`src/hw/rtl/lfukc_pkg.sv`:
```
// shared types and constants for the lfu key cache heap
package lfukc_pkg;

  localparam int KEY_W = 64;
  localparam int TOT_W = 32;
  localparam int CFG_W = 7;
  localparam logic [CFG_W-1:0] CAP_RESET = 7'd64;

  typedef struct packed {
    logic [KEY_W-1:0] key_high;
    logic [KEY_W-1:0] key_low;
  } in_item_t;

  typedef struct packed {
    logic             hit;
    logic             evicted;
    logic [KEY_W-1:0] evicted_key_high;
    logic [KEY_W-1:0] evicted_key_low;
    logic [TOT_W-1:0] hit_total;
    logic [TOT_W-1:0] miss_total;
  } out_item_t;

  // datapath operations
  typedef enum logic [3:0] {
    OP_NONE    = 4'd0,
    OP_START   = 4'd1,
    OP_SCAN    = 4'd2,
    OP_HIT     = 4'd3,
    OP_EVICT   = 4'd4,
    OP_APPEND  = 4'd5,
    OP_DN_RD   = 4'd6,
    OP_DN_CMP  = 4'd7,
    OP_UP_RD   = 4'd8,
    OP_UP_CMP  = 4'd9,
    OP_SWAP_A  = 4'd10,
    OP_SWAP_B  = 4'd11,
    OP_RD_LAST = 4'd12,
    OP_MV_LAST = 4'd13,
    OP_FINISH  = 4'd14
  } op_t;

  typedef struct packed {
    op_t op;
  } cmd_t;

  typedef struct packed {
    logic scan_done;
    logic found;
    logic full;
    logic move_on;
  } stat_t;

endpackage

```
`src/hw/rtl/lfukc_ctrl.sv`:
```
// sequencer for lookup, eviction and heap sifts
module lfukc_ctrl (
  input  logic              clk,
  input  logic              rst_n,
  input  logic              in_valid,
  output logic              in_ready,
  output logic              out_valid,
  input  logic              out_ready,
  output logic              item_load,
  output lfukc_pkg::cmd_t   cmd,
  input  lfukc_pkg::stat_t  stat
);
  import lfukc_pkg::*;

  typedef enum logic [13:0] {
    S_IDLE   = 14'b00000000000001,
    S_START  = 14'b00000000000010,
    S_SCAN   = 14'b00000000000100,
    S_HIT    = 14'b00000000001000,
    S_MISS   = 14'b00000000010000,
    S_EVICT  = 14'b00000000100000,
    S_MVLAST = 14'b00000001000000,
    S_DNRD   = 14'b00000010000000,
    S_DNCMP  = 14'b00000100000000,
    S_SWA    = 14'b00001000000000,
    S_SWB    = 14'b00010000000000,
    S_APPEND = 14'b00100000000000,
    S_UPRD   = 14'b01000000000000,
    S_OUT    = 14'b10000000000000
  } state_t;

  state_t state_r, state_nxt;
  logic   up_r, up_nxt;     // current sift direction is up
  logic   app_r, app_nxt;   // append follows the down sift
  logic   cmp_r, cmp_nxt;   // up sift waiting to compare

  assign in_ready  = (state_r == S_IDLE);
  assign out_valid = (state_r == S_OUT);
  assign item_load = in_valid && in_ready;

  always_comb begin
    state_nxt = state_r; up_nxt = up_r; app_nxt = app_r; cmp_nxt = cmp_r;
    cmd.op = OP_NONE;
    case (state_r)
      S_IDLE: if (in_valid) state_nxt = S_START;
      S_START: begin cmd.op = OP_START; state_nxt = S_SCAN; end
      S_SCAN: begin
        if (stat.scan_done) state_nxt = stat.found ? S_HIT : S_MISS;
        else cmd.op = OP_SCAN;
      end
      S_HIT: begin
        cmd.op = OP_HIT; up_nxt = 1'b0; app_nxt = 1'b0; state_nxt = S_DNRD;
      end
      S_MISS: begin cmd.op = OP_RD_LAST; state_nxt = S_EVICT; end
      S_EVICT: begin
        if (!stat.move_on && !stat.full) begin
          // first cycle after miss: move_on tells if cache is full
          state_nxt = S_APPEND;
        end else begin
          cmd.op = OP_EVICT;
          state_nxt = S_MVLAST;
        end
      end
      S_MVLAST: begin
        cmd.op = OP_EVICT;
        if (stat.move_on) begin
          cmd.op = OP_MV_LAST; up_nxt = 1'b0; app_nxt = 1'b1; state_nxt = S_DNRD;
        end
      end
      S_DNRD: begin
        cmd.op = OP_DN_RD;
        if (stat.full) begin cmd.op = OP_DN_CMP; state_nxt = S_DNCMP; end
      end
      S_DNCMP: begin
        if (stat.move_on) state_nxt = S_SWA;
        else state_nxt = app_r ? S_APPEND : S_OUT;
      end
      S_SWA: begin cmd.op = OP_SWAP_A; state_nxt = S_SWB; end
      S_SWB: begin
        cmd.op = OP_SWAP_B;
        state_nxt = up_r ? S_UPRD : S_DNRD;
        cmp_nxt = 1'b0;
      end
      S_APPEND: begin
        cmd.op = OP_APPEND; up_nxt = 1'b1; app_nxt = 1'b0; cmp_nxt = 1'b0;
        state_nxt = S_UPRD;
      end
      S_UPRD: begin
        if (stat.full) begin
          // parent entry is in the read register
          cmd.op = OP_UP_CMP; cmp_nxt = 1'b0;
          state_nxt = S_DNCMP;
        end else if (!cmp_r) begin
          cmd.op = OP_UP_RD; cmp_nxt = 1'b1;
        end else if (!stat.move_on) begin
          state_nxt = S_OUT;
        end else begin
          cmd.op = OP_UP_RD;
        end
      end
      S_OUT: if (out_ready) state_nxt = S_IDLE;
      default: state_nxt = S_IDLE;
    endcase
  end

  always_ff @(posedge clk) begin
    if (!rst_n) begin
      state_r <= S_IDLE; up_r <= 1'b0; app_r <= 1'b0; cmp_r <= 1'b0;
    end else begin
      state_r <= state_nxt; up_r <= up_nxt; app_r <= app_nxt; cmp_r <= cmp_nxt;
    end
  end

`ifndef SYNTHESIS
  a_onehot: assert property (@(posedge clk) disable iff (!rst_n)
    $onehot(state_r)) else $error("state not one-hot");
  a_out_hold: assert property (@(posedge clk) disable iff (!rst_n)
    out_valid && !out_ready |=> out_valid) else $error("result dropped");
  a_excl: assert property (@(posedge clk) disable iff (!rst_n)
    !(in_ready && out_valid)) else $error("ready while result pending");
`endif

endmodule

```
`config.mk`:
```
export PLATFORM = sky130hd
export DESIGN_NAME = lfukc_ctrl
export DESIGN_NICKNAME = d
export VERILOG_FILES = /design/src/hw/rtl/lfukc_pkg.sv /design/src/hw/rtl/lfukc_ctrl.sv
export SDC_FILE = /design/constraint.sdc
export NUM_CORES = 1
export LEC_CHECK = 0
export BUFFER_PORTS_ARGS = -buffer_cell sky130_fd_sc_hd__buf_2
export CELL_PAD_IN_SITES_DETAIL_PLACEMENT = 1
export CELL_PAD_IN_SITES_GLOBAL_PLACEMENT = 2
export CORE_MARGIN = 10
export CORE_UTILIZATION = 33
export CTS_CLUSTER_DIAMETER = 200
export CTS_CLUSTER_SIZE = 40
export DETAILED_ROUTE_END_ITERATION = 10
export GPL_TIMING_DRIVEN = 0
export PLACE_DENSITY = 0.85
export RECOVER_POWER = 100
export SLEW_MARGIN = 20
export SYNTH_ARGS = -nofsm -noshare
export SYNTH_HDL_FRONTEND = slang
export SYNTH_SLANG_ARGS = --single-unit
```
`constraint.sdc`:
```
create_clock -name clk -period 2.45 [get_ports clk]
set_input_delay 0.3675 -clock clk [delete_from_list [all_inputs] [get_ports clk]]
set_output_delay 0.3675 -clock clk [all_outputs]
set_load 0.03 [all_outputs]
```
=== Yosys cells after proc, flatten, opt, wreduce, memory -nomap -nowiden ===
Index checks and enable logic that the tools add are counted.

* Output and inout bits: 7
* Logic and storage cells: 65
* Bits of input ports: 8
* Register bits after elaboration: 17

* Mux-type cells: 28
* Reduce and logical (&&, ||, !) cells: 12
* Eq/ne operators: 21

{| class="wikitable"
|+ Operators by type and width
! cell !! number
|-
| case mux 14 bit (14 select lines) || 1
|-
| two-way mux 14 bit || 10
|-
| case mux 4 bit (11 select lines) || 1
|-
| two-way mux 4 bit || 4
|-
| equality test 14 x 1 -> 1 bit, second input constant || 1
|-
| equality test 14 x 10 -> 1 bit, second input constant || 1
|-
| equality test 14 x 11 -> 1 bit, second input constant || 1
|-
| equality test 14 x 12 -> 1 bit, second input constant || 1
|-
| equality test 14 x 13 -> 1 bit, second input constant || 1
|-
| equality test 14 bit, second input constant || 1
|-
| equality test 14 x 2 -> 1 bit, second input constant || 1
|-
| equality test 14 x 3 -> 1 bit, second input constant || 1
|-
| equality test 14 x 4 -> 1 bit, second input constant || 1
|-
| equality test 14 x 5 -> 1 bit, second input constant || 1
|-
| equality test 14 x 6 -> 1 bit, second input constant || 1
|-
| equality test 14 x 7 -> 1 bit, second input constant || 1
|-
| equality test 14 x 8 -> 1 bit, second input constant || 1
|-
| equality test 14 x 9 -> 1 bit, second input constant || 1
|-
| two-way mux 13 bit || 1
|-
| two-way mux 12 bit || 1
|-
| inequality test 2 bit, second input constant || 4
|-
| AND reduction 7 bit || 1
|-
| inequality test 3 bit, second input constant || 2
|-
| two-way mux 5 bit || 1
|-
| other kinds (12) || 21
|}

=== Logic depth before layout (Yosys ltp) ===
* Word-level depth: 4
* Gate-level depth with buffers: 8

=== Worst setup path after synthesis ===
Ideal clock, no wire load.

* Kind: reg-to-output
* Start: reg state_r[5]
* End: out cmd[0] (netlist name)
* Data required time: 2.082 ns
* Data arrival time: 1.855 ns
* Path slack: 0.227 ns
* Stages on the path, launching flop included: 7
* Path through: dfxtp_1 -> clkbuf_1 -> nor4_1 -> buf_2 -> nand2_1 -> or4_1 -> nand4_1

{| class="wikitable"
|+ RTL lines
! element !! RTL line !! source
|-
| start: declaration || lfukc_ctrl.sv:32 || <nowiki>state_t state_r, state_nxt;</nowiki>
|-
| start signal: assignment || lfukc_ctrl.sv:110 || <nowiki>state_r <= state_nxt; up_r <= up_nxt; app_r <= app_nxt; cmp_r <= cmp_nxt;</nowiki>
|-
| end: declaration || lfukc_ctrl.sv:10 || <nowiki>output lfukc_pkg::cmd_t cmd,</nowiki>
|}

==> out/metrics.cfg <==
[sta]
timing.final.ws_setup_ns = 0.0313
fin_tns_setup_ns = 0
setup_viol = 0
period_needed_ns = 2.42
hold_viol = 0
finalClockSkew_ns = 0.00232
slew_viol_final = 0
maxSlewHeadroom = 0.679
tightest_slew_ns = 0.482
post-route-period-util = 0.987
whs_ns = 0.279
grt_setup_unrepaired = yes
fmax_ghz = 0.413

[logic_synthesis]
synth-seq-cells = 17
async_reset_ff_frac = 0
yosys_warnings = 0
ys.flop_type = dfxtp_1
synth_cell_types = 43
synth_area_sq_mm = 0.00123
synth_nets = 169
syn-instance-count = 161
avgSynthCellArea_sq_um = 7.66
synth-seq-area-share = 0.276
synth_edf_count = 0

[critical_path]
rrSetupSlack_ns = 0.23
reg2reg_from = state_r[9]
worst_r2r_path_depth = 8
cp_max_fo = 5
worstReg2RegEnd = state_r[8]
worstPathArrival_ns = 2.05
critPathKind = flop to primary output
cp-start-kind = flop
crit_path_end_kind = primary output
cp.required_ns = 2.08

[grt]
antenna_found_initial = 0
grt_max_degree = 11
grt_pass1_wl_mm = 7.22
gr-total-overflow = 0
first_global_vias = 1399
track_usage = 0.141

[pwr]
fin_total_pwr_uw = 798
powerDensity_mw_per_mm2 = 488
p_leak_nw = 0.640
vdd_drop_max_mv = 0.366

[drt]
drc_errors = 0
wl_mm = 4.55
post_drt_wl_per_cell_um = 19.0
dr_total_vias = 1390
viasPerCell = 5.82
postRouteAntennaNets = 0
drtIter0Drc = 47
drtPass1Iterations = 4

[placement]
dpl_worst_slack_ns = -0.234
dp_hpwl_mm = 3.23
place_area_sq_mm = 0.00136
port_buffers = 13
routabilityCongestion = 0.822

[clock_network]
path_clk_slew_ns = 0.07
cts_tree = built
cts_hold_buf = 0
cts.sinks = 17
insertion_delay_ns = 0.26
htree_num_levels = 1
cts_max_path_buffers = 2
cts_buffers = 3
cts_root_buf = clkbuf_8

[hold_path]
min_path_type = input pin to flop
min_delay_worst_endpoint = state_r[4]
hp-start = stat[2]
hold_depth = 2

[outcome]
status = complete, no violations

[floorplanning]
row_count = 22
die_w_um = 81.1
die_y_um = 81.1
core-area_sq_mm = 0.00363
ios = 15
start_util = 0.340
dieArea_sq_mm = 0.00658

[finish]
syn_to_final_growth_pct = 32.7
antenna_cells = 0
layout-drive-gt1-share = 0.340
multi_input_area_sq_um = 886
layout.area.seq_sq_um = 358
n_fill_cell = 444
fin_area_sq_mm = 0.00164
nNetsFinal = 200

[run]
maxCapViolCount = 0

[worst max-delay path by stage]
stage / startpoint / to / slack [ns]
2_1_floorplan: state_r[5] / cmd[0] / 0.23
3_3_place_gp: state_r[5] / cmd[0] / -0.15
3_5_place_dp: state_r[5] / cmd[0] / -0.23
4_1_cts: state_r[4] / cmd[0] / 0.005
5_1_grt: state_r[2] / cmd[0] / -0.03
6_report: state_r[2] / cmd[2] / 0.03
[area by class of cell]
class / count / area share
flip-flops and latches: 17 / 0.219
clock buffers: 4 / 0.0275
plain buffers: 8 / 0.0291
inverters: 9 / 0.0206
repair buffers: 29 / 0.126
multi-input cells: 124 / 0.541
well taps: 48 / 0.0367
[registers in the layout (all words and copies together), names as in the netlist]
name	count
app_r	1
up_r	1
cmp_r	1
state_r	14
[metrics by stage]
| stage | std cells | util |
|---|---|---|
| 2_1_floorplan | 161 | - |
| 3_3_place_gp | 222 | 0.374 |
| 3_5_place_dp | 222 | 0.374 |
| 4_1_cts | 233 | 0.429 |
| 5_1_grt | 239 | 0.450 |
| 6_report | 239 | 0.450 |
[where the power goes]
group          total, mW  leakage, nW  switching, mW  internal, mW
Clock              0.219       0.0228          0.103         0.116
Combinational      0.282        0.476          0.163         0.118
Sequential         0.298        0.142         0.0106         0.287
[per-layer routing]
layer | GRT usage | up-vias | routed length, um
met5 | 0 | - | 0
met1 | 0.165 | 693 | 1980
met3 | 0.0364 | 6 | 179
met4 | 0.0467 | 0 | 64
li1 | - | 667 | -
met2 | 0.243 | 24 | 2330
[timing repair]
| action | in CTS | in global routing |
|---|---|---|
| pin swaps | 6 | 7 |
| resized for setup | 26 | 13 |
| endpoints found under the setup margin | 7 | 4 |
| hold endpoints to repair | 0 | 0 |
| setup buffers | 9 | 7 |
[Yosys cell counts (2+ instances only)]
cell       n  area [sq um]
nand4b_1   2          17.5
or3_1      3          18.8
nor4_2     2          25.0
and4b_1    2          20.0
nor3_1     4          20.0
o211ai_1   2          15.0
inv_1      9          33.8
nor4b_1    5          43.8
nor4_1     7          43.8
and4_1     3          26.3
or4_1      4          30.0
o21ai_0    8          40.0
nand2b_1   2          12.5
nor2b_1    4          25.0
buf_2      6          30.0
o22ai_1    2          12.5
nand2_1   14          52.6
a21oi_1    9          45.0
clkbuf_1   4          15.0
o21a_1     2          15.0
nand3_1    4          20.0
dfxtp_1   17           340
nand4_1    8          50.1
nor2_1    14          52.6
a21boi_0   2          15.0
xor2_1     2          17.5
nor3_2     3          30.0
and2_1     2          12.5
[kinds of logic after synthesis]
| family | share of synthesized area |
|---|---|
| AOI/OAI and AO/OA | 0.178 |
| buffers and inverters | 0.0700 |
| DFF | 0.276 |
| xor gates and xnor gates | 0.0213 |
| and+or+nand+nor | 0.454 |
[worst max-delay path: stages (launching register included)]
cell	delay (ns)
dfxtp_4	0.36
nor4_4	0.34
buf_4	0.20
buf_4	0.11
nand2_1	0.05
or3_4	0.39
o211ai_1	0.14
buf_4	0.21
[placed cells by master, fill, tap and decap left out, types with 3 or more instances in the layout]
cell type  Yosys  routed
buf_4          1      19
nand2_1       14      14
nor2_1        14      13
buf_2          6      11
inv_1          9       9
a21oi_1        9       9
dfxtp_1       17       9
nand4_1        8       8
o21ai_0        8       7
nor4b_1        5       5
dfxtp_2        0       5
clkbuf_1       4       4
nor4_4         1       4
nor2b_1        4       4
buf_6          0       4
nor4_1         7       4
nand3_1        4       4
nor3_1         4       3
nor3_2         3       3
clkbuf_8       0       3
dfxtp_4        0       3
No activity file was read; power rests on OpenSTA's default activity.
